`src/rtl/shpd_pkg.sv`:
```
// Shared types, constants and the fixed prefix-code table of the packet decoder.
package shpd_pkg;

  localparam logic [7:0] HDR_RAW      = 8'd255;
  localparam logic [7:0] HDR_PAD_MAX  = 8'd7;
  localparam int unsigned CODE_LEN_MAX = 10;
  localparam int unsigned CODE_LEN_MIN = 3;
  localparam int unsigned NUM_CODES    = 256;

  localparam logic [1:0] KIND_SYM = 2'd0;
  localparam logic [1:0] KIND_END = 2'd1;
  localparam logic [1:0] KIND_ERR = 2'd2;

  typedef struct packed {
    logic accept;    // take the byte on the input channel
    logic dec_step;  // one table lookup on the bit window
    logic raw_end;   // emit the end word after the last raw byte
  } cmd_t;

  typedef struct packed {
    logic can_act;    // the pending slot can take a new word this cycle
    logic to_decode;  // the byte on the input starts a decode run
    logic to_rawend;  // the byte on the input needs a trailing end word
    logic dec_done;   // this lookup finishes the current byte
  } stat_t;

  typedef struct packed {
    logic       hit;
    logic [3:0] len;
    logic [7:0] sym;
  } lookup_t;

  // Each entry: code length, code bits with the first bit received as MSB, symbol.
  localparam logic [21:0] CODE_TAB [NUM_CODES] = '{
    {4'd4,10'b0000,8'd128},{4'd8,10'b00010000,8'd38},{4'd8,10'b00010001,8'd34},
    {4'd9,10'b000100100,8'd80},{4'd10,10'b0001001010,8'd110},
    {4'd10,10'b0001001011,8'd144},{4'd8,10'b00010011,8'd67},
    {4'd9,10'b000101000,8'd74},{4'd10,10'b0001010010,8'd243},
    {4'd10,10'b0001010011,8'd142},{4'd8,10'b00010101,8'd37},
    {4'd9,10'b000101100,8'd124},{4'd9,10'b000101101,8'd58},
    {4'd8,10'b00010111,8'd182},{4'd8,10'b00011000,8'd36},
    {4'd10,10'b0001100100,8'd221},{4'd10,10'b0001100101,8'd131},
    {4'd10,10'b0001100110,8'd245},{4'd10,10'b0001100111,8'd163},
    {4'd8,10'b00011010,8'd35},{4'd9,10'b000110110,8'd113},
    {4'd9,10'b000110111,8'd85},{4'd8,10'b00011100,8'd41},
    {4'd9,10'b000111010,8'd77},{4'd10,10'b0001110110,8'd199},
    {4'd10,10'b0001110111,8'd130},{4'd9,10'b000111100,8'd206},
    {4'd10,10'b0001111010,8'd185},{4'd10,10'b0001111011,8'd153},
    {4'd9,10'b000111110,8'd70},{4'd9,10'b000111111,8'd118},
    {4'd5,10'b00100,8'd3},{4'd5,10'b00101,8'd5},{4'd7,10'b0011000,8'd24},
    {4'd10,10'b0011001000,8'd198},{4'd10,10'b0011001001,8'd190},
    {4'd9,10'b001100101,8'd63},{4'd10,10'b0011001100,8'd139},
    {4'd10,10'b0011001101,8'd186},{4'd9,10'b001100111,8'd75},
    {4'd8,10'b00110100,8'd44},{4'd10,10'b0011010100,8'd240},
    {4'd10,10'b0011010101,8'd218},{4'd9,10'b001101011,8'd56},
    {4'd8,10'b00110110,8'd40},{4'd8,10'b00110111,8'd39},
    {4'd10,10'b0011100000,8'd244},{4'd10,10'b0011100001,8'd247},
    {4'd9,10'b001110001,8'd81},{4'd8,10'b00111001,8'd65},
    {4'd9,10'b001110100,8'd9},{4'd9,10'b001110101,8'd125},
    {4'd9,10'b001110110,8'd68},{4'd9,10'b001110111,8'd60},
    {4'd9,10'b001111000,8'd25},{4'd10,10'b0011110010,8'd191},
    {4'd10,10'b0011110011,8'd138},{4'd9,10'b001111010,8'd86},
    {4'd9,10'b001111011,8'd17},{4'd9,10'b001111100,8'd23},
    {4'd10,10'b0011111010,8'd220},{4'd10,10'b0011111011,8'd178},
    {4'd10,10'b0011111100,8'd165},{4'd10,10'b0011111101,8'd194},
    {4'd9,10'b001111111,8'd14},{4'd3,10'b010,8'd0},
    {4'd9,10'b011000000,8'd208},{4'd10,10'b0110000010,8'd150},
    {4'd10,10'b0110000011,8'd157},{4'd8,10'b01100001,8'd181},
    {4'd8,10'b01100010,8'd222},{4'd10,10'b0110001100,8'd216},
    {4'd10,10'b0110001101,8'd230},{4'd9,10'b011000111,8'd211},
    {4'd10,10'b0110010000,8'd252},{4'd10,10'b0110010001,8'd141},
    {4'd9,10'b011001001,8'd10},{4'd8,10'b01100101,8'd42},
    {4'd10,10'b0110011000,8'd134},{4'd10,10'b0110011001,8'd135},
    {4'd9,10'b011001101,8'd104},{4'd9,10'b011001110,8'd103},
    {4'd10,10'b0110011110,8'd187},{4'd10,10'b0110011111,8'd225},
    {4'd5,10'b01101,8'd95},{4'd4,10'b0111,8'd32},{4'd8,10'b10000000,8'd57},
    {4'd9,10'b100000010,8'd61},{4'd10,10'b1000000110,8'd183},
    {4'd10,10'b1000000111,8'd237},{4'd10,10'b1000001000,8'd233},
    {4'd10,10'b1000001001,8'd234},{4'd10,10'b1000001010,8'd246},
    {4'd10,10'b1000001011,8'd203},{4'd10,10'b1000001100,8'd250},
    {4'd10,10'b1000001101,8'd147},{4'd9,10'b100000111,8'd79},
    {4'd7,10'b1000010,8'd129},{4'd9,10'b100001100,8'd7},
    {4'd10,10'b1000011010,8'd143},{4'd10,10'b1000011011,8'd136},
    {4'd9,10'b100001110,8'd20},{4'd10,10'b1000011110,8'd179},
    {4'd10,10'b1000011111,8'd148},{4'd9,10'b100010000,8'd28},
    {4'd9,10'b100010001,8'd106},{4'd9,10'b100010010,8'd101},
    {4'd9,10'b100010011,8'd87},{4'd8,10'b10001010,8'd66},
    {4'd10,10'b1000101100,8'd180},{4'd10,10'b1000101101,8'd219},
    {4'd10,10'b1000101110,8'd227},{4'd10,10'b1000101111,8'd241},
    {4'd8,10'b10001100,8'd26},{4'd9,10'b100011010,8'd251},
    {4'd10,10'b1000110110,8'd229},{4'd10,10'b1000110111,8'd214},
    {4'd8,10'b10001110,8'd54},{4'd8,10'b10001111,8'd69},
    {4'd10,10'b1001000000,8'd231},{4'd10,10'b1001000001,8'd212},
    {4'd10,10'b1001000010,8'd156},{4'd10,10'b1001000011,8'd176},
    {4'd9,10'b100100010,8'd93},{4'd9,10'b100100011,8'd83},
    {4'd9,10'b100100100,8'd96},{4'd9,10'b100100101,8'd253},
    {4'd9,10'b100100110,8'd30},{4'd9,10'b100100111,8'd13},
    {4'd10,10'b1001010000,8'd175},{4'd10,10'b1001010001,8'd254},
    {4'd9,10'b100101001,8'd94},{4'd9,10'b100101010,8'd159},
    {4'd9,10'b100101011,8'd27},{4'd9,10'b100101100,8'd8},
    {4'd10,10'b1001011010,8'd204},{4'd10,10'b1001011011,8'd226},
    {4'd8,10'b10010111,8'd78},{4'd9,10'b100110000,8'd107},
    {4'd9,10'b100110001,8'd88},{4'd9,10'b100110010,8'd31},
    {4'd10,10'b1001100110,8'd137},{4'd10,10'b1001100111,8'd169},
    {4'd10,10'b1001101000,8'd215},{4'd10,10'b1001101001,8'd145},
    {4'd9,10'b100110101,8'd6},{4'd8,10'b10011011,8'd4},
    {4'd7,10'b1001110,8'd127},{4'd9,10'b100111100,8'd99},
    {4'd10,10'b1001111010,8'd209},{4'd10,10'b1001111011,8'd217},
    {4'd10,10'b1001111100,8'd213},{4'd10,10'b1001111101,8'd238},
    {4'd10,10'b1001111110,8'd177},{4'd10,10'b1001111111,8'd170},
    {4'd4,10'b1010,8'd132},{4'd9,10'b101100000,8'd22},
    {4'd9,10'b101100001,8'd12},{4'd8,10'b10110001,8'd114},
    {4'd10,10'b1011001000,8'd158},{4'd10,10'b1011001001,8'd197},
    {4'd9,10'b101100101,8'd97},{4'd8,10'b10110011,8'd45},
    {4'd8,10'b10110100,8'd46},{4'd9,10'b101101010,8'd112},
    {4'd10,10'b1011010110,8'd174},{4'd10,10'b1011010111,8'd249},
    {4'd9,10'b101101100,8'd224},{4'd9,10'b101101101,8'd102},
    {4'd10,10'b1011011100,8'd171},{4'd10,10'b1011011101,8'd151},
    {4'd9,10'b101101111,8'd193},{4'd9,10'b101110000,8'd15},
    {4'd9,10'b101110001,8'd16},{4'd9,10'b101110010,8'd2},
    {4'd9,10'b101110011,8'd168},{4'd8,10'b10111010,8'd49},
    {4'd9,10'b101110110,8'd91},{4'd9,10'b101110111,8'd146},
    {4'd8,10'b10111100,8'd48},{4'd9,10'b101111010,8'd173},
    {4'd9,10'b101111011,8'd29},{4'd9,10'b101111100,8'd19},
    {4'd9,10'b101111101,8'd126},{4'd9,10'b101111110,8'd92},
    {4'd9,10'b101111111,8'd242},{4'd9,10'b110000000,8'd205},
    {4'd9,10'b110000001,8'd192},{4'd10,10'b1100000100,8'd235},
    {4'd10,10'b1100000101,8'd149},{4'd9,10'b110000011,8'd255},
    {4'd9,10'b110000100,8'd223},{4'd9,10'b110000101,8'd184},
    {4'd8,10'b11000011,8'd248},{4'd9,10'b110001000,8'd108},
    {4'd9,10'b110001001,8'd236},{4'd9,10'b110001010,8'd111},
    {4'd9,10'b110001011,8'd90},{4'd9,10'b110001100,8'd117},
    {4'd9,10'b110001101,8'd115},{4'd8,10'b11000111,8'd71},
    {4'd8,10'b11001000,8'd11},{4'd8,10'b11001001,8'd50},
    {4'd9,10'b110010100,8'd188},{4'd9,10'b110010101,8'd119},
    {4'd9,10'b110010110,8'd122},{4'd10,10'b1100101110,8'd167},
    {4'd10,10'b1100101111,8'd162},{4'd7,10'b1100110,8'd160},
    {4'd8,10'b11001110,8'd133},{4'd9,10'b110011110,8'd123},
    {4'd9,10'b110011111,8'd21},{4'd8,10'b11010000,8'd59},
    {4'd10,10'b1101000100,8'd155},{4'd10,10'b1101000101,8'd154},
    {4'd9,10'b110100011,8'd98},{4'd7,10'b1101001,8'd43},
    {4'd8,10'b11010100,8'd76},{4'd8,10'b11010101,8'd51},
    {4'd9,10'b110101100,8'd201},{4'd9,10'b110101101,8'd116},
    {4'd8,10'b11010111,8'd72},{4'd9,10'b110110000,8'd109},
    {4'd9,10'b110110001,8'd100},{4'd8,10'b11011001,8'd121},
    {4'd9,10'b110110100,8'd195},{4'd9,10'b110110101,8'd232},
    {4'd8,10'b11011011,8'd18},{4'd6,10'b110111,8'd1},
    {4'd7,10'b1110000,8'd164},{4'd9,10'b111000100,8'd120},
    {4'd9,10'b111000101,8'd189},{4'd8,10'b11100011,8'd73},
    {4'd8,10'b11100100,8'd196},{4'd9,10'b111001010,8'd239},
    {4'd9,10'b111001011,8'd210},{4'd8,10'b11100110,8'd64},
    {4'd8,10'b11100111,8'd62},{4'd5,10'b11101,8'd89},
    {4'd7,10'b1111000,8'd33},{4'd9,10'b111100100,8'd228},
    {4'd9,10'b111100101,8'd161},{4'd8,10'b11110011,8'd55},
    {4'd8,10'b11110100,8'd84},{4'd8,10'b11110101,8'd152},
    {4'd7,10'b1111011,8'd47},{4'd9,10'b111110000,8'd207},
    {4'd9,10'b111110001,8'd172},{4'd8,10'b11111001,8'd140},
    {4'd8,10'b11111010,8'd82},{4'd8,10'b11111011,8'd166},
    {4'd8,10'b11111100,8'd53},{4'd8,10'b11111101,8'd105},
    {4'd8,10'b11111110,8'd52},{4'd9,10'b111111110,8'd202},
    {4'd9,10'b111111111,8'd200}
  };

  // Matches the oldest bits (bit 0 first) against every code of at most lim bits.
  // The code is prefix free, so at most one entry hits.
  function automatic lookup_t code_lookup(input logic [9:0] bits, input logic [3:0] lim);
    logic [9:0] rev;
    logic [3:0] len;
    logic [9:0] code;
    lookup_t    res;
    res = '0;
    for (int i = 0; i < 10; i++) begin
      rev[9-i] = bits[i];
    end
    for (int e = 0; e < NUM_CODES; e++) begin
      len  = CODE_TAB[e][21:18];
      code = CODE_TAB[e][17:8];
      if ((len <= lim) && ((rev >> (4'd10 - len)) == code)) begin
        res.hit = 1'b1;
        res.len = res.len | len;
        res.sym = res.sym | CODE_TAB[e][7:0];
      end
    end
    return res;
  endfunction

endpackage

```
`src/rtl/shpd_ctrl.sv`:
```
// Sequencer of the packet decoder: takes bytes, steps the lookup loop and issues the end word of raw packets.
module shpd_ctrl (
  input  logic           clk_i,
  input  logic           rst_ni,
  input  logic           in_valid_i,
  output logic           in_ready_o,
  input  shpd_pkg::stat_t stat_i,
  output shpd_pkg::cmd_t  cmd_o
);
  import shpd_pkg::*;

  typedef enum logic [1:0] {ST_IDLE, ST_DECODE, ST_RAWEND} state_e;

  state_e state_q, state_d;

  always_comb begin
    state_d     = state_q;
    cmd_o       = '0;
    in_ready_o  = 1'b0;
    case (state_q)
      ST_IDLE: begin
        in_ready_o   = stat_i.can_act;
        cmd_o.accept = in_valid_i && stat_i.can_act;
        if (cmd_o.accept) begin
          if (stat_i.to_decode) begin
            state_d = ST_DECODE;
          end else if (stat_i.to_rawend) begin
            state_d = ST_RAWEND;
          end
        end
      end
      ST_DECODE: begin
        cmd_o.dec_step = stat_i.can_act;
        if (stat_i.can_act && stat_i.dec_done) begin
          state_d = ST_IDLE;
        end
      end
      ST_RAWEND: begin
        cmd_o.raw_end = stat_i.can_act;
        if (stat_i.can_act) begin
          state_d = ST_IDLE;
        end
      end
      default: state_d = ST_IDLE;
    endcase
  end

  always_ff @(posedge clk_i or negedge rst_ni) begin
    if (!rst_ni) begin
      state_q <= ST_IDLE;
    end else begin
      state_q <= state_d;
    end
  end

endmodule

```
`src/rtl/shpd_datapath.sv`:
```
// Bit window, table lookup, pending word and output register of the packet decoder.
module shpd_datapath #(
  parameter int unsigned MAX_CODE_BITS = 10
) (
  input  logic            clk_i,
  input  logic            rst_ni,
  input  shpd_pkg::cmd_t  cmd_i,
  output shpd_pkg::stat_t stat_o,
  input  logic [7:0]      in_byte_i,
  input  logic            in_first_i,
  input  logic            in_last_i,
  output logic            out_valid_o,
  input  logic            out_ready_i,
  output logic [7:0]      out_sym_o,
  output logic [1:0]      out_kind_o,
  output logic            out_last_o
);
  import shpd_pkg::*;

  localparam int unsigned WIN_W  = MAX_CODE_BITS + 7;
  localparam int unsigned FILL_W = $clog2(WIN_W + 1);

  localparam logic [1:0] MODE_IDLE    = 2'd0;
  localparam logic [1:0] MODE_RAW     = 2'd1;
  localparam logic [1:0] MODE_CODED   = 2'd2;
  localparam logic [1:0] MODE_DISCARD = 2'd3;

  logic [WIN_W-1:0]  win_q, win_d;
  logic [FILL_W-1:0] fill_q, fill_d;
  logic [1:0]        mode_q, mode_d;
  logic [2:0]        pad_q, pad_d;
  logic              last_q, last_d;

  logic       pend_v_q, pend_v_d, pend_last_q, pend_last_d;
  logic [7:0] pend_sym_q, pend_sym_d;
  logic [1:0] pend_kind_q, pend_kind_d;
  logic       out_v_q, out_v_d, out_last_q, out_last_d;
  logic [7:0] out_sym_q, out_sym_d;
  logic [1:0] out_kind_q, out_kind_d;

  logic       out_free, can, gen, gen_last, fin, push;
  logic [7:0] gen_sym;
  logic [1:0] gen_kind;
  logic [3:0] lim;
  lookup_t    lk;
  logic       enough, over_pad;

  assign out_free = !out_v_q || out_ready_i;
  assign can      = !pend_v_q || out_free;
  assign lim      = (fill_q >= FILL_W'(CODE_LEN_MAX)) ? 4'(CODE_LEN_MAX) : fill_q[3:0];
  assign lk       = code_lookup(win_q[9:0], lim);
  assign enough   = fill_q >= FILL_W'(CODE_LEN_MIN);
  assign over_pad = fill_q > FILL_W'(pad_q);

  assign stat_o.can_act   = can;
  assign stat_o.to_decode = !in_first_i && (mode_q == MODE_CODED);
  assign stat_o.to_rawend = !in_first_i && (mode_q == MODE_RAW) && in_last_i;
  assign stat_o.dec_done  = last_q ? !(over_pad && lk.hit) : !(enough && lk.hit);

  always_comb begin
    win_d    = win_q;
    fill_d   = fill_q;
    mode_d   = mode_q;
    pad_d    = pad_q;
    last_d   = last_q;
    gen      = 1'b0;
    gen_sym  = 8'd0;
    gen_kind = KIND_SYM;
    gen_last = 1'b1;
    fin      = 1'b0;

    if (cmd_i.accept) begin
      if (in_first_i) begin
        win_d  = '0;
        fill_d = '0;
        pad_d  = 3'd0;
        if (in_byte_i == HDR_RAW) begin
          mode_d = MODE_RAW;
          if (in_last_i) begin
            gen      = 1'b1;
            gen_kind = KIND_END;
            mode_d   = MODE_IDLE;
          end
        end else if (in_byte_i <= HDR_PAD_MAX) begin
          pad_d  = in_byte_i[2:0];
          mode_d = MODE_CODED;
          if (in_last_i) begin
            gen      = 1'b1;
            gen_kind = (in_byte_i[2:0] == 3'd0) ? KIND_END : KIND_ERR;
            mode_d   = MODE_IDLE;
          end
        end else begin
          gen      = 1'b1;
          gen_kind = KIND_ERR;
          mode_d   = in_last_i ? MODE_IDLE : MODE_DISCARD;
        end
      end else begin
        case (mode_q)
          MODE_DISCARD: begin
            if (in_last_i) begin
              mode_d = MODE_IDLE;
            end
          end
          MODE_RAW: begin
            gen      = 1'b1;
            gen_sym  = in_byte_i;
            gen_last = !in_last_i;
          end
          MODE_CODED: begin
            win_d  = win_q | (WIN_W'(in_byte_i) << fill_q);
            fill_d = fill_q + FILL_W'(8);
            last_d = in_last_i;
          end
          default: ;
        endcase
      end
    end

    if (cmd_i.raw_end) begin
      gen      = 1'b1;
      gen_kind = KIND_END;
      mode_d   = MODE_IDLE;
    end

    if (cmd_i.dec_step) begin
      if (!last_q) begin
        if (enough && lk.hit) begin
          gen      = 1'b1;
          gen_sym  = lk.sym;
          gen_last = 1'b0;
          win_d    = win_q >> lk.len;
          fill_d   = fill_q - FILL_W'(lk.len);
        end else if (fill_q >= FILL_W'(MAX_CODE_BITS)) begin
          gen      = 1'b1;
          gen_kind = KIND_ERR;
          mode_d   = MODE_DISCARD;
        end else begin
          fin = 1'b1;
        end
      end else begin
        if (over_pad && lk.hit) begin
          gen      = 1'b1;
          gen_sym  = lk.sym;
          gen_last = 1'b0;
          win_d    = win_q >> lk.len;
          fill_d   = fill_q - FILL_W'(lk.len);
        end else begin
          // Either the data ran out cleanly at the pad bits or a code is cut short.
          gen      = 1'b1;
          gen_kind = over_pad ? KIND_ERR : KIND_END;
          mode_d   = MODE_IDLE;
          win_d    = '0;
          fill_d   = '0;
        end
      end
    end
  end

  // The pending word moves on once it is known to be last or a newer word replaces it.
  assign push = pend_v_q && out_free && (pend_last_q || gen || fin);

  always_comb begin
    pend_v_d    = pend_v_q;
    pend_last_d = pend_last_q;
    pend_sym_d  = pend_sym_q;
    pend_kind_d = pend_kind_q;
    out_v_d     = out_v_q;
    out_last_d  = out_last_q;
    out_sym_d   = out_sym_q;
    out_kind_d  = out_kind_q;
    if (push) begin
      out_v_d    = 1'b1;
      out_last_d = pend_last_q || fin;
      out_sym_d  = pend_sym_q;
      out_kind_d = pend_kind_q;
    end else if (out_ready_i) begin
      out_v_d = 1'b0;
    end
    if (gen) begin
      pend_v_d    = 1'b1;
      pend_last_d = gen_last;
      pend_sym_d  = gen_sym;
      pend_kind_d = gen_kind;
    end else if (push) begin
      pend_v_d = 1'b0;
    end
  end

  always_ff @(posedge clk_i or negedge rst_ni) begin
    if (!rst_ni) begin
      win_q    <= '0;
      fill_q   <= '0;
      mode_q   <= MODE_IDLE;
      pad_q    <= 3'd0;
      last_q   <= 1'b0;
      pend_v_q <= 1'b0;
      out_v_q  <= 1'b0;
    end else begin
      win_q    <= win_d;
      fill_q   <= fill_d;
      mode_q   <= mode_d;
      pad_q    <= pad_d;
      last_q   <= last_d;
      pend_v_q <= pend_v_d;
      out_v_q  <= out_v_d;
    end
  end

  always_ff @(posedge clk_i) begin
    pend_last_q <= pend_last_d;
    pend_sym_q  <= pend_sym_d;
    pend_kind_q <= pend_kind_d;
    out_last_q  <= out_last_d;
    out_sym_q   <= out_sym_d;
    out_kind_q  <= out_kind_d;
  end

  assign out_valid_o = out_v_q;
  assign out_sym_o   = out_sym_q;
  assign out_kind_o  = out_kind_q;
  assign out_last_o  = out_last_q;

endmodule

```
`src/rtl/static_huffman_packet_decoder.sv`:
```
// Top level of the static prefix-code packet decoder.
// Input stream: one packet byte per word; tuser marks the header byte that starts a
// packet, tlast marks its final byte. Header 255 passes the packet through raw,
// header 0..7 gives the pad-bit count of a coded packet, anything else is an error.
// Output stream: tdata carries the symbol, tuser the kind (symbol, clean end, error),
// tlast marks the final word caused by one input byte.
// An input word is taken while the sequencer is idle and the pending slot has room;
// a coded byte then runs one table lookup per decoded symbol plus one that ends the
// byte, each also only when the pending slot has room. The lookup of the 10-bit
// window against the fixed code table forms this lookup loop.
// A result word reaches the output register by way of a pending slot: it waits there
// until the decoder knows whether it is the last one.
// Reset clears the window, leaves the block idle awaiting a header and empties both
// the pending slot and the output register. When the receiver stalls, the pending
// slot fills and the decoder holds its state and stops taking input until the
// output word is taken.
module static_huffman_packet_decoder #(
  parameter int unsigned MAX_CODE_BITS = 10
) (
  input  logic       clk_i,
  input  logic       rst_ni,
  input  logic       s_axis_tvalid,
  output logic       s_axis_tready,
  input  logic [7:0] s_axis_tdata,   // data_byte
  input  logic       s_axis_tuser,   // first_of_packet
  input  logic       s_axis_tlast,   // last_of_packet
  output logic       m_axis_tvalid,
  input  logic       m_axis_tready,
  output logic [7:0] m_axis_tdata,   // symbol
  output logic [1:0] m_axis_tuser,   // kind
  output logic       m_axis_tlast    // last_of_run
);
  import shpd_pkg::*;

  cmd_t  cmd;
  stat_t stat;

  shpd_ctrl u_ctrl (
    .clk_i      (clk_i),
    .rst_ni     (rst_ni),
    .in_valid_i (s_axis_tvalid),
    .in_ready_o (s_axis_tready),
    .stat_i     (stat),
    .cmd_o      (cmd)
  );

  shpd_datapath #(
    .MAX_CODE_BITS (MAX_CODE_BITS)
  ) u_datapath (
    .clk_i       (clk_i),
    .rst_ni      (rst_ni),
    .cmd_i       (cmd),
    .stat_o      (stat),
    .in_byte_i   (s_axis_tdata),
    .in_first_i  (s_axis_tuser),
    .in_last_i   (s_axis_tlast),
    .out_valid_o (m_axis_tvalid),
    .out_ready_i (m_axis_tready),
    .out_sym_o   (m_axis_tdata),
    .out_kind_o  (m_axis_tuser),
    .out_last_o  (m_axis_tlast)
  );

  a_cmd_onehot: assert property (@(posedge clk_i) disable iff (!rst_ni)
    $onehot0({cmd.accept, cmd.dec_step, cmd.raw_end}))
    else $error("more than one datapath command in a cycle");

  a_step_has_room: assert property (@(posedge clk_i) disable iff (!rst_ni)
    (cmd.dec_step || cmd.raw_end) |-> stat.can_act)
    else $error("datapath step issued without room for its word");

  a_nonsym_zero: assert property (@(posedge clk_i) disable iff (!rst_ni)
    (m_axis_tvalid && (m_axis_tuser != KIND_SYM)) |-> (m_axis_tdata == 8'd0))
    else $error("end or error word carries a nonzero symbol");

  a_end_is_last: assert property (@(posedge clk_i) disable iff (!rst_ni)
    (m_axis_tvalid && (m_axis_tuser != KIND_SYM)) |-> m_axis_tlast)
    else $error("end or error word not marked last");

endmodule

```
`config.mk`:
```
export PLATFORM = sky130hd
export DESIGN_NAME = static_huffman_packet_decoder
export DESIGN_NICKNAME = d
export VERILOG_FILES = /design/src/rtl/shpd_pkg.sv /design/src/rtl/shpd_ctrl.sv /design/src/rtl/shpd_datapath.sv /design/src/rtl/static_huffman_packet_decoder.sv
export SDC_FILE = /design/constraint.sdc
export NUM_CORES = 1
export LEC_CHECK = 0
export BUFFER_PORTS_ARGS = -buffer_cell sky130_fd_sc_hd__buf_2
export CAP_MARGIN = 30
export CORE_MARGIN = 4
export CORE_UTILIZATION = 30
export CTS_CLUSTER_SIZE = 8
export DETAILED_ROUTE_END_ITERATION = 16
export PLACE_DENSITY = 0.46
export SETUP_SLACK_MARGIN = 0.05
export SLEW_MARGIN = 20
export SYNTH_ARGS = -nofsm -noshare
export SYNTH_HDL_FRONTEND = slang
export SYNTH_SLANG_ARGS = --single-unit
```
`constraint.sdc`:
```
create_clock -name clk_i -period 11.9 [get_ports clk_i]
set_clock_uncertainty 0.05 [all_clocks]
set_input_delay 0.595 -clock clk_i [delete_from_list [all_inputs] [get_ports clk_i]]
set_output_delay 0.595 -clock clk_i [all_outputs]
set_load 0.005 [all_outputs]
```
# After elaboration in Yosys (flattened, before gate mapping)
# Cells that the tools add are included.
totals:
  input_bits: 14
  output_inout_bits: 13
  reg_bits: 54
  elab_cells: 1059
op_classes:
  n_bitwise: 1
  n_mux: 476
  order_cmp: 12
  eq_ne: 268
  addsub: 2
  shifts: 2
  n_reduce_logical: 284
op_table:
  columns: ["cell", "count"]
  rows:
  - ["two-way mux 13 bit", 256]
  - ["== test 9 bit (second input constant)", 76]
  - ["== test 10 bit (second input constant)", 48]
  - ["== test 8 bit (second input constant)", 37]
  - ["logical AND 1 bit", 265]
  - ["two-way mux 17 bit", 15]
  - ["two-way mux 2 bit", 87]
  - ["== test 10 x 8 -> 1 bit (second input constant)", 14]
  - ["== test 10 x 7 -> 1 bit (second input constant)", 12]
  - ["two-way mux 8 bit", 15]
  - ["== test 9 x 7 -> 1 bit (second input constant)", 13]
  - ["== test 10 x 9 -> 1 bit (second input constant)", 10]
  - ["== test 9 x 6 -> 1 bit (second input constant)", 10]
  - ["two-way mux 1 bit", 77]
  - ["two-way mux 5 bit", 15]
  - ["== test 8 x 5 -> 1 bit (second input constant)", 8]
  - ["== test 7 bit (second input constant)", 7]
  - ["== test 9 x 8 -> 1 bit (second input constant)", 5]
  - ["== test 8 x 6 -> 1 bit (second input constant)", 4]
  - ["two-way mux 3 bit", 9]
  - ["== test 8 x 7 -> 1 bit (second input constant)", 3]
  - ["bitwise OR 17 bit", 1]
  - ["left shift 8 x 5 -> 17 bit", 1]
  - ["right shift 17 x 4 -> 17 bit", 1]
  - ["other kinds (33)", 56]

# Logic depth before layout (Yosys ltp)
# Gate-level depths: netlist of the first run.
depth:
  ltp_word: 276
  depth_mapped: 24
  depth_no_buf: 18

# Cells and area by module
# A second synthesis of the first run with hierarchy kept.
hier_totals:
  cells_unflattened: 1547
  area_unflattened_um2: 10682.7
by_module_without_submodules:
  columns: ["mod", "cells_each", "seq_area_each_um2", "area_each_um2", "instances"]
  rows:
  - ["shpd_datapath", 1534, 1411.4, 10543.9, 1]
  - ["shpd_ctrl", 13, 50.0, 138.9, 1]

# Worst setup path before layout of the first run
# No wires, ideal clock.
synth_timing:
  kind: "flip-flop to flip-flop"
  startpoint: "register u_datapath.fill_q[4]"
  endpoint: "register u_datapath.fill_q[4]"
  period_less_slack_ns: 4.612
  required_time_ns: 11.723
  arrival_ns: 4.435
  path_slack_ns: 7.288
  setup_time_ns: 0.127
  path_stages_with_launch: 24
  path_buffers: 5
  path_cell_list: "dfrtp_1 buf_2 inv_2 ha_1 buf_6 a21o_1 buf_6 o311ai_1 o22ai_1 or3_1 or3_1 or3_4 nor2_2 buf_6 buf_6 inv_1 ha_1 fa_1 nor2b_1 o21ai_0 nand2b_1 nand2b_1 a21o_1 nand3b_1"
synth_via:
  elab_chain_len: 267
  word_cells_on_any_way: 543
  classes_between: "2 x add/sub; 11 x order compare; 272 x mux; 258 x reduce/logical"
synth_rtl:
  columns: ["item", "line_no", "source"]
  rows:
  - ["start, declared", "shpd_datapath.sv:29", "logic [FILL_W-1:0] fill_q, fill_d;"]
  - ["start signal, assigned", "shpd_datapath.sv:200", "fill_q <= fill_d;"]
  - ["greater-or-equal comparator 5 x 4 -> 1 bit", "shpd_datapath.sv:50", "assign lim = (fill_q >= FILL_W'(CODE_LEN_MAX)) ? 4'(CODE_LEN_MAX) : fill_q[3:0];"]
  - ["two-way mux 4 bit", "shpd_datapath.sv:50", null]
  - ["less-or-equal comparator 3 x 4 -> 1 bit", "shpd_pkg.sv:178", "if ((len <= lim) && ((rev >> (4'd10 - len)) == code)) begin"]
  - ["logical AND 1 bit", "shpd_pkg.sv:178", null]
  - ["two-way mux 13 bit (256 in series)", "shpd_pkg.sv:178", null]
  - ["subtractor 5 x 4 -> 5 bit, or another cell as far along", "shpd_datapath.sv:132, shpd_datapath.sv:146", null]
  - ["two-way mux 5 bit, on equally long branches", "shpd_datapath.sv:127, shpd_datapath.sv:141", null]
  - ["two-way mux 5 bit", "shpd_datapath.sv:126", "if (!last_q) begin"]
  - ["two-way mux 5 bit", "shpd_datapath.sv:125", "if (cmd_i.dec_step) begin"]
  - ["two-way mux 5 bit", "shpd_datapath.sv:126", null]
  - ["two-way mux 5 bit", "shpd_datapath.sv:125", null]
  - ["two-way mux 5 bit (*)", "shpd_datapath.sv:125", null]
  - ["named net u_datapath.fill_d[4]", "shpd_datapath.sv:29", null]
# The timed path passes the listed nets; every way through them passes the cells marked *. The select of a mux whose other input is x is not followed.
# A chain may end at the register's enable or synchronous reset.

# Worst setup path after layout of the first run
layout_timing:
  startpoint: "register u_datapath.fill_q[3]"
  endpoint: "register u_datapath.fill_q[3]"
# Same word-level chain as after synthesis.

==> results of run 1 <==
[worst max-delay path: stages, from the launching register on]
cell and delay (ns):
sky130_fd_sc_hd__dfrtp_1 0.69, sky130_fd_sc_hd__clkinv_1 0.43, sky130_fd_sc_hd__ha_1 0.64, sky130_fd_sc_hd__nor3_1 0.50, sky130_fd_sc_hd__nand3_1 0.56, sky130_fd_sc_hd__o311ai_0 0.95
sky130_fd_sc_hd__nor4_1 0.29, sky130_fd_sc_hd__nand3b_1 0.15, sky130_fd_sc_hd__or2_1 0.47, sky130_fd_sc_hd__inv_1 0.46, sky130_fd_sc_hd__ha_1 0.41, sky130_fd_sc_hd__a21o_1 0.16
sky130_fd_sc_hd__a21oi_1 0.17, sky130_fd_sc_hd__xor2_1 0.18, sky130_fd_sc_hd__o22ai_1 0.09
[final timing paths]
check / from / end / slack [ns] / cells past startpoint
max in group asynchronous: rst_ni / u_datapath.win_q[0] / 10.90 / 1
worst min-delay path: rst_ni / u_datapath.mode_q[0] / 0.30 / 1
worst min register to register: u_datapath.pend_kind_q[1] / u_datapath.out_kind_o[1] / 0.36 / 0
worst max register to register: u_datapath.fill_q[3] / u_datapath.fill_q[3] / 5.50 / 14
min in group clk_i: u_datapath.pend_kind_q[1] / u_datapath.out_kind_o[1] / 0.36 / 0
worst max-delay path: u_datapath.fill_q[3] / u_datapath.fill_q[3] / 5.50 / 14
[where the power goes]
group / total (mW) / switching, mW / leakage [nW] / internal, mW
Clock: 0.174 / 0.0738 / 0.0844 / 0.101
Combinational: 1.50 / 1.10 / 2.93 / 0.407
Sequential: 0.380 / 0.120 / 0.623 / 0.260
[sequential cells by signal, indices dropped and copies added, names as in the netlist, 2 cells and up]
name                    cells
u_datapath.mode_q           2
u_datapath.out_sym_o        8
u_ctrl.state_q              2
u_datapath.win_q           17
u_datapath.pend_sym_q       8
u_datapath.pend_kind_q      2
u_datapath.pad_q            3
u_datapath.fill_q           5
u_datapath.out_kind_o       2
[kinds of logic (layout without fill, tap and decap cells)]
group           count (synthesis)  after routing
simple gates                  796            796
compound gates                424            424
buf+inv                       158            106
flops                          54             54
mux                            42             42
xor+xnor                       12             12
fa+ha+maj                      11             11
other cells                     0              2
[through the flow]
| step | instance area, µm² | power, mW | std cells | util |
|---|---|---|---|---|
| after floorplan | 10390 | 1.239 | 1497 | - |
| after CTS | 11050 | 1.964 | 1892 | 0.3263 |
| after detailed placement | 10880 | 1.785 | 1884 | 0.3212 |
| after global placement | 10790 | 1.808 | 1875 | 0.3187 |
| after global routing | 11070 | 2.109 | 1893 | 0.3270 |
| final | 11080 | 2.058 | 1895 | 0.3271 |
[final cells by class]
type                    instances  area, µm²
clock buffers                   5      125.1
fillers                      3813      22790
well taps                     448      560.5
diodes                          2      5.005
clock inverters                 3      47.55
flip-flops and latches         54       1474
inverters                      20      75.07
multi-input cells            1285       8269
repair buffers                 78      521.8
[layer usage]
metal / wire length (µm) / track usage / up-vias
li1: - / - / 5752
met1: 30360 / 0.5094 / 7080
met2: 29310 / 0.5199 / 1132
met3: 8899 / 0.1095 / 284
met4: 4766 / 0.1719 / 6
met5: 32 / 0 / -
[cells in the mapped netlist (11+ instances only)]
master / instances
sky130_fd_sc_hd__a211oi_1: 15
sky130_fd_sc_hd__a21oi_1: 88
sky130_fd_sc_hd__a31oi_1: 15
sky130_fd_sc_hd__and2_1: 15
sky130_fd_sc_hd__and3_1: 19
sky130_fd_sc_hd__and3b_1: 11
sky130_fd_sc_hd__and4b_1: 11
sky130_fd_sc_hd__buf_1: 11
sky130_fd_sc_hd__buf_2: 52
sky130_fd_sc_hd__clkbuf_1: 62
sky130_fd_sc_hd__dfrtp_1: 32
sky130_fd_sc_hd__edfxtp_1: 22
sky130_fd_sc_hd__inv_1: 16
sky130_fd_sc_hd__mux2i_1: 32
sky130_fd_sc_hd__nand2_1: 146
sky130_fd_sc_hd__nand2b_1: 29
sky130_fd_sc_hd__nand3_1: 77
sky130_fd_sc_hd__nand3b_1: 11
sky130_fd_sc_hd__nand4_1: 45
sky130_fd_sc_hd__nand4b_1: 17
sky130_fd_sc_hd__nor2_1: 115
sky130_fd_sc_hd__nor2b_1: 31
sky130_fd_sc_hd__nor3_1: 81
sky130_fd_sc_hd__nor3b_1: 15
sky130_fd_sc_hd__nor4_1: 47
sky130_fd_sc_hd__nor4b_1: 13
sky130_fd_sc_hd__nor4bb_1: 16
sky130_fd_sc_hd__o211ai_1: 24
sky130_fd_sc_hd__o21ai_0: 67
sky130_fd_sc_hd__o21ai_1: 13
sky130_fd_sc_hd__o22ai_1: 33
sky130_fd_sc_hd__o31ai_1: 14
sky130_fd_sc_hd__o32ai_1: 11
sky130_fd_sc_hd__or2_2: 12
sky130_fd_sc_hd__or3_1: 22
sky130_fd_sc_hd__or4_1: 13
[cell usage in the layout, fill, tap and decap left out, types with 13 or more instances in the layout]
master and instances:
sky130_fd_sc_hd__buf_4 44, sky130_fd_sc_hd__nor2b_1 30, sky130_fd_sc_hd__nand4b_1 17, sky130_fd_sc_hd__nor4_1 46
sky130_fd_sc_hd__buf_2 30, sky130_fd_sc_hd__edfxtp_1 22, sky130_fd_sc_hd__and2_1 15, sky130_fd_sc_hd__o31ai_1 14
sky130_fd_sc_hd__inv_1 16, sky130_fd_sc_hd__nor3_1 80, sky130_fd_sc_hd__nand2b_1 29, sky130_fd_sc_hd__mux2i_1 32
sky130_fd_sc_hd__nand2_1 146, sky130_fd_sc_hd__a31oi_1 14, sky130_fd_sc_hd__and3_1 19, sky130_fd_sc_hd__dfrtp_1 22
sky130_fd_sc_hd__o22ai_1 33, sky130_fd_sc_hd__a21oi_1 88, sky130_fd_sc_hd__nand3_1 77, sky130_fd_sc_hd__nor2_1 115
sky130_fd_sc_hd__o21ai_0 67, sky130_fd_sc_hd__nor4bb_1 13, sky130_fd_sc_hd__or3_1 22, sky130_fd_sc_hd__a211oi_1 15
sky130_fd_sc_hd__o211ai_1 24, sky130_fd_sc_hd__nor3b_1 15, sky130_fd_sc_hd__nand4_1 45, sky130_fd_sc_hd__or4_1 13
==> flow_metrics.tcl, run 1 <==
set metrics [dict create \
    yosysTopAreaCell "sky130_fd_sc_hd__dfrtp_1" \
    detail_route.drc_violations 0 \
    antenna_violations_before_repair 4 \
    critical_path_required_ns 12.01 \
    setup_viol 0 \
    tritoncts_num_sinks 54 \
    weighted_congestion_at_the_end_of_routability_driven_global_placement 1.154 \
    post-route-min-period_ns 6.398 \
    area_delta_synth_final_pct 6.636 \
    report.final.slew_viol_count 0 \
    synth_warnings 0 \
    critical_path.startpoint_type "flip-flop" \
    layout_worst_path_cycle_share 0.5376 \
    post_synth_inst_count 1497 \
    first_iter_violations 2543 \
    vias_per_cell 7.522 \
    cts_root_buf "sky130_fd_sc_hd__clkbuf_16" \
    yosys.cell_types.count 104 \
    die_x_um 194.1 \
    grt_max_degree 75 \
    number_of_global_route_vias_before_repair 13030 \
    routedWlPerCell_um 38.72 \
    route.antenna.remaining_nets 0 \
    max_freq_mhz 156.3 \
    synth_top_area_frac 0.07708 \
    rsz0062_at_grt "false" \
    max_slew_margin 0.2511 \
    area_inside_the_core_boundary_um2 33870 \
    fin_hold_ws_ns 0.3042 \
    synth-compound-area-share 0.2862 \
    synth_async_sr_flop_share 0.5926 \
    grt_first_pass_wirelength_mm 102.3 \
    detailedRoute.firstPassIterationCount 9 \
    synth_top_cells_by_area "sky130_fd_sc_hd__dfrtp_1 (7.7%), sky130_fd_sc_hd__edfxtp_1 (6.4%), sky130_fd_sc_hd__nand2_1 (5.3%), sky130_fd_sc_hd__a21oi_1 (4.2%), sky130_fd_sc_hd__nor2_1 (4.2%)" \
    initial_core_util 0.3067 \
    synth.area.mux_share 0.04167 \
    clk_transition_reported_paths_ns 0.08 \
    synth_xor_xnor_area_share 0.01012 \
    boundary_pin_count 27 \
    die_area_um2 37670 \
    tightestPinTransition_ns 1.113 \
    setup-tns-final_ns 0 \
    finalHoldViolCount 0 \
    ys.flop_type "sky130_fd_sc_hd__dfrtp_1" \
    yosys.area_share.simple 0.4376 \
    ir_drop_mv 0.1312 \
    outcome "finished clean" \
    number_of_port_buffers 26 \
    largest_family_of_logic_cells_by_synthesized_area "simple AND/OR/NAND/NOR gates" \
    fp-row-count 67 \
    ctsResizeCount 0 \
    cp_max_fo 24 \
    post-cts-setup-buffers 0 \
    finalNetCount 1469 \
    place_worst_setup_slack_ns 5.864 \
    final.setup.worst_slack_ns 5.502 \
    cp_data_arrival_time_ns 6.51 \
    grt_usage 0.3672 \
    max_cap_viol_count 0 \
    postSynthAreaPerCell_um2 6.940 \
    synth.net_count 1522 \
    htree_num_levels 2 \
    synth-adder-area-share 0.01397 \
    worst_setup_path_end_kind "flip-flop" \
    total_global_routing_overflow 0 \
    tritoncts "built" \
    total_leakage_power_nw 3.641 \
    clock_latency_ns 0.31 \
    criticalPathCategory "reg2reg" \
    synth_seq_area_share 0.1407 \
    hp-class "in2async" \
    dp.final_hpwl_mm 56.53 \
    final_layout_size_suffix_gt1_frac 0.1100 \
    postCtsHoldBufs 0 \
    deepest_clock_path_buffer_count 2 \
    vias 14250 \
    numCtsBuffers 5 \
    synth.cell_area_um2 10390 \
    wirelength_mm 73.37 \
    cellPowerDensity_nw_per_um2 185.8 \
    number_of_flops_mapped_to_enable_cells_by_yosys 22 \
    dieHeight_um 194.1 \
    synth-seq-cells 54 \
]
Power figures use the tool's default switching activity.
==> run 2: changes to the inputs <==
- PLACE_DENSITY: 0.46 -> 0.48
- clock period: 11.9 -> 5.7 ns (I/O delays scaled with it)
==> run 2 against run 1 <==
Critical path depth up 5. Total power up 130%. Fmax up 16%. Global-route usage up 3.4 points. Register-to-register slack worse by 5.3 ns. Worst setup slack worse by 5.3 ns. Worst hold slack worse by 0.29 ns. Combinational power up 140%. Critical path type unchanged. Largest power group unchanged.
==> flow_metrics.tcl, run 2 (synthesized netlist as in run 1, its figures left out) <==
set metrics [dict create \
    outcome "finished clean" \
    register_bank_with_the_most_flops "u_datapath.win_q" \
    critical_path.startpoint_type "flip-flop" \
    clock_latency_ns 0.31 \
    finalHoldViolCount 0 \
    die_x_um 194.1 \
    grt_max_degree 55 \
    filler_cells 3718 \
    vias 14970 \
    layout_worst_path_cycle_share 0.9712 \
    area_inside_the_core_boundary_um2 33870 \
    dp.final_hpwl_mm 63.46 \
    htree_num_levels 2 \
    weighted_congestion_at_the_end_of_routability_driven_global_placement 1.114 \
    total_leakage_power_nw 4.172 \
    area_delta_synth_final_pct 15.21 \
    criticalPathCategory "reg2reg" \
    grt_first_pass_wirelength_mm 110.2 \
    detail_route.drc_violations 0 \
    fp-row-count 67 \
    tightestPinTransition_ns 1.198 \
    post-cts-setup-buffers 0 \
    worst_r2r_startpoint "u_datapath.fill_q[3]" \
    cp_data_arrival_time_ns 5.67 \
    mostFrequentLayoutCells "sky130_fd_sc_hd__buf_4 (147), sky130_fd_sc_hd__nand2_1 (146), sky130_fd_sc_hd__nor2_1 (115), sky130_fd_sc_hd__a21oi_1 (88), sky130_fd_sc_hd__nor3_1 (81)" \
    grt_usage 0.4008 \
    number_of_port_buffers 26 \
    tritoncts_num_sinks 54 \
    wirelength_mm 79.81 \
    stdcell_count 2002 \
    rrSetupSlack_ns 0.16 \
    ir_drop_mv 0.3236 \
    first_iter_violations 3038 \
    die_area_um2 37670 \
    deepest_clock_path_buffer_count 2 \
    rsz0062_at_grt "false" \
    max_freq_mhz 180.6 \
    vias_per_cell 7.476 \
    max_cap_viol_count 0 \
    setup_viol 0 \
    number_of_global_route_vias_before_repair 13690 \
    rr_worst_depth 19 \
    numCtsBuffers 5 \
    route.antenna.remaining_nets 0 \
    critical_path_required_ns 5.83 \
    max_slew_margin 0.1951 \
    cellPowerDensity_nw_per_um2 399.1 \
    cts_root_buf "sky130_fd_sc_hd__clkbuf_16" \
    tritoncts "built" \
    cp_max_fo 16 \
    dieHeight_um 194.1 \
    finalNetCount 1575 \
    layout_commonest_cell "sky130_fd_sc_hd__buf_4" \
    setup-tns-final_ns 0 \
    largest_reg_flops 17 \
    total_global_routing_overflow 0 \
    clk_transition_reported_paths_ns 0.08 \
    ctsResizeCount 0 \
    hp-class "in2async" \
    postCtsHoldBufs 0 \
    initial_core_util 0.3067 \
    report.final.slew_viol_count 0 \
    dp.cells 1990 \
    routedWlPerCell_um 39.87 \
    detailedRoute.firstPassIterationCount 8 \
    final_layout_size_suffix_gt1_frac 0.1689 \
    boundary_pin_count 27 \
    antenna_violations_before_repair 3 \
    post-route-min-period_ns 5.536 \
    critical_path.reg2reg.endpoint "u_datapath.fill_q[4]" \
    worst_setup_path_end_kind "flip-flop" \
]
-- run 2: cell types whose count changed in the layout (fill, tap and decap cells not counted), moves of 2 or more --
cell	delta
sky130_fd_sc_hd__buf_2	-3
sky130_fd_sc_hd__buf_12	+7
sky130_fd_sc_hd__nor4bb_2	-2
sky130_fd_sc_hd__buf_4	+103
-- run 2: worst max-delay path by stage --
stage | to | cells after the start | from | slack (ns)
3_3_place_gp | u_datapath.fill_q[4] | 19 | u_datapath.fill_q[3] | 0.32
4_1_cts | u_datapath.fill_q[4] | 19 | u_datapath.fill_q[3] | 0.36
2_1_floorplan | u_datapath.fill_q[4] | 23 | u_datapath.fill_q[4] | 1.09
6_report | u_datapath.fill_q[4] | 19 | u_datapath.fill_q[3] | 0.16
3_5_place_dp | u_datapath.fill_q[4] | 19 | u_datapath.fill_q[3] | 0.42
5_1_grt | u_datapath.fill_q[4] | 19 | u_datapath.fill_q[3] | 0.07
-- run 2: area by class of cell --
class                           instances  area [µm²]  share of cell area
Inverter                               20       75.07            0.006272
Sequential cell                        54        1473              0.1230
Tap cell                              448       560.5             0.04683
Antenna cell                            3       7.507           0.0006272
Clock inverter                          3       47.55            0.003972
Clock buffer                            5       125.1             0.01045
Multi-Input combinational cell       1285        8259              0.6900
Timing Repair Buffer                  184        1421              0.1188
-- run 2: routing by layer --
metal,vias up,track usage,share of wire
met3,364,0.1253,0.14
li1,5965,-,-
met1,7226,0.5390,0.39
met4,6,0.2182,0.078
met2,1406,0.5689,0.39
met5,-,0,0.00038
-- run 2: report_power, final --
group	leakage, nW	switching (mW)	internal (mW)
Clock	0.0844	0.153	0.210
Combinational	3.46	2.43	1.11
Sequential	0.625	0.328	0.541
-- run 2: stage by stage --
stage / hold slack, ns / util / area, µm² / power, mW / setup slack (ns)
global placement: 0.3524 / 0.3459 / 11720 / 4.230 / 0.3218
finish: 0.01778 / 0.3534 / 11970 / 4.776 / 0.1640
global route: 0.07001 / 0.3532 / 11960 / 4.849 / 0.07152
detailed placement: 0.3620 / 0.3479 / 11780 / 4.176 / 0.4215
floorplan: -0.06059 / - / 10390 / 2.586 / 1.088
CTS: 0.03460 / 0.3530 / 11950 / 4.549 / 0.3613
-- run 2: worst max-delay path: stages, from the launching register on --
cell,delay (ns)
sky130_fd_sc_hd__dfrtp_1,0.39
sky130_fd_sc_hd__buf_4,0.20
sky130_fd_sc_hd__ha_1,0.34
sky130_fd_sc_hd__a21o_1,0.36
sky130_fd_sc_hd__o311ai_4,0.75
sky130_fd_sc_hd__nor2_1,0.08
sky130_fd_sc_hd__nor3_1,0.79
sky130_fd_sc_hd__nor4b_1,0.59
sky130_fd_sc_hd__buf_4,0.22
sky130_fd_sc_hd__nand4b_1,0.16
sky130_fd_sc_hd__nor2_2,0.18
sky130_fd_sc_hd__inv_1,0.06
sky130_fd_sc_hd__ha_1,0.23
sky130_fd_sc_hd__fa_1,0.42
sky130_fd_sc_hd__nor2b_1,0.11
sky130_fd_sc_hd__o21ai_0,0.08
sky130_fd_sc_hd__nand2b_1,0.10
sky130_fd_sc_hd__nand2b_1,0.11
sky130_fd_sc_hd__a21o_1,0.11
sky130_fd_sc_hd__nand3b_1,0.08
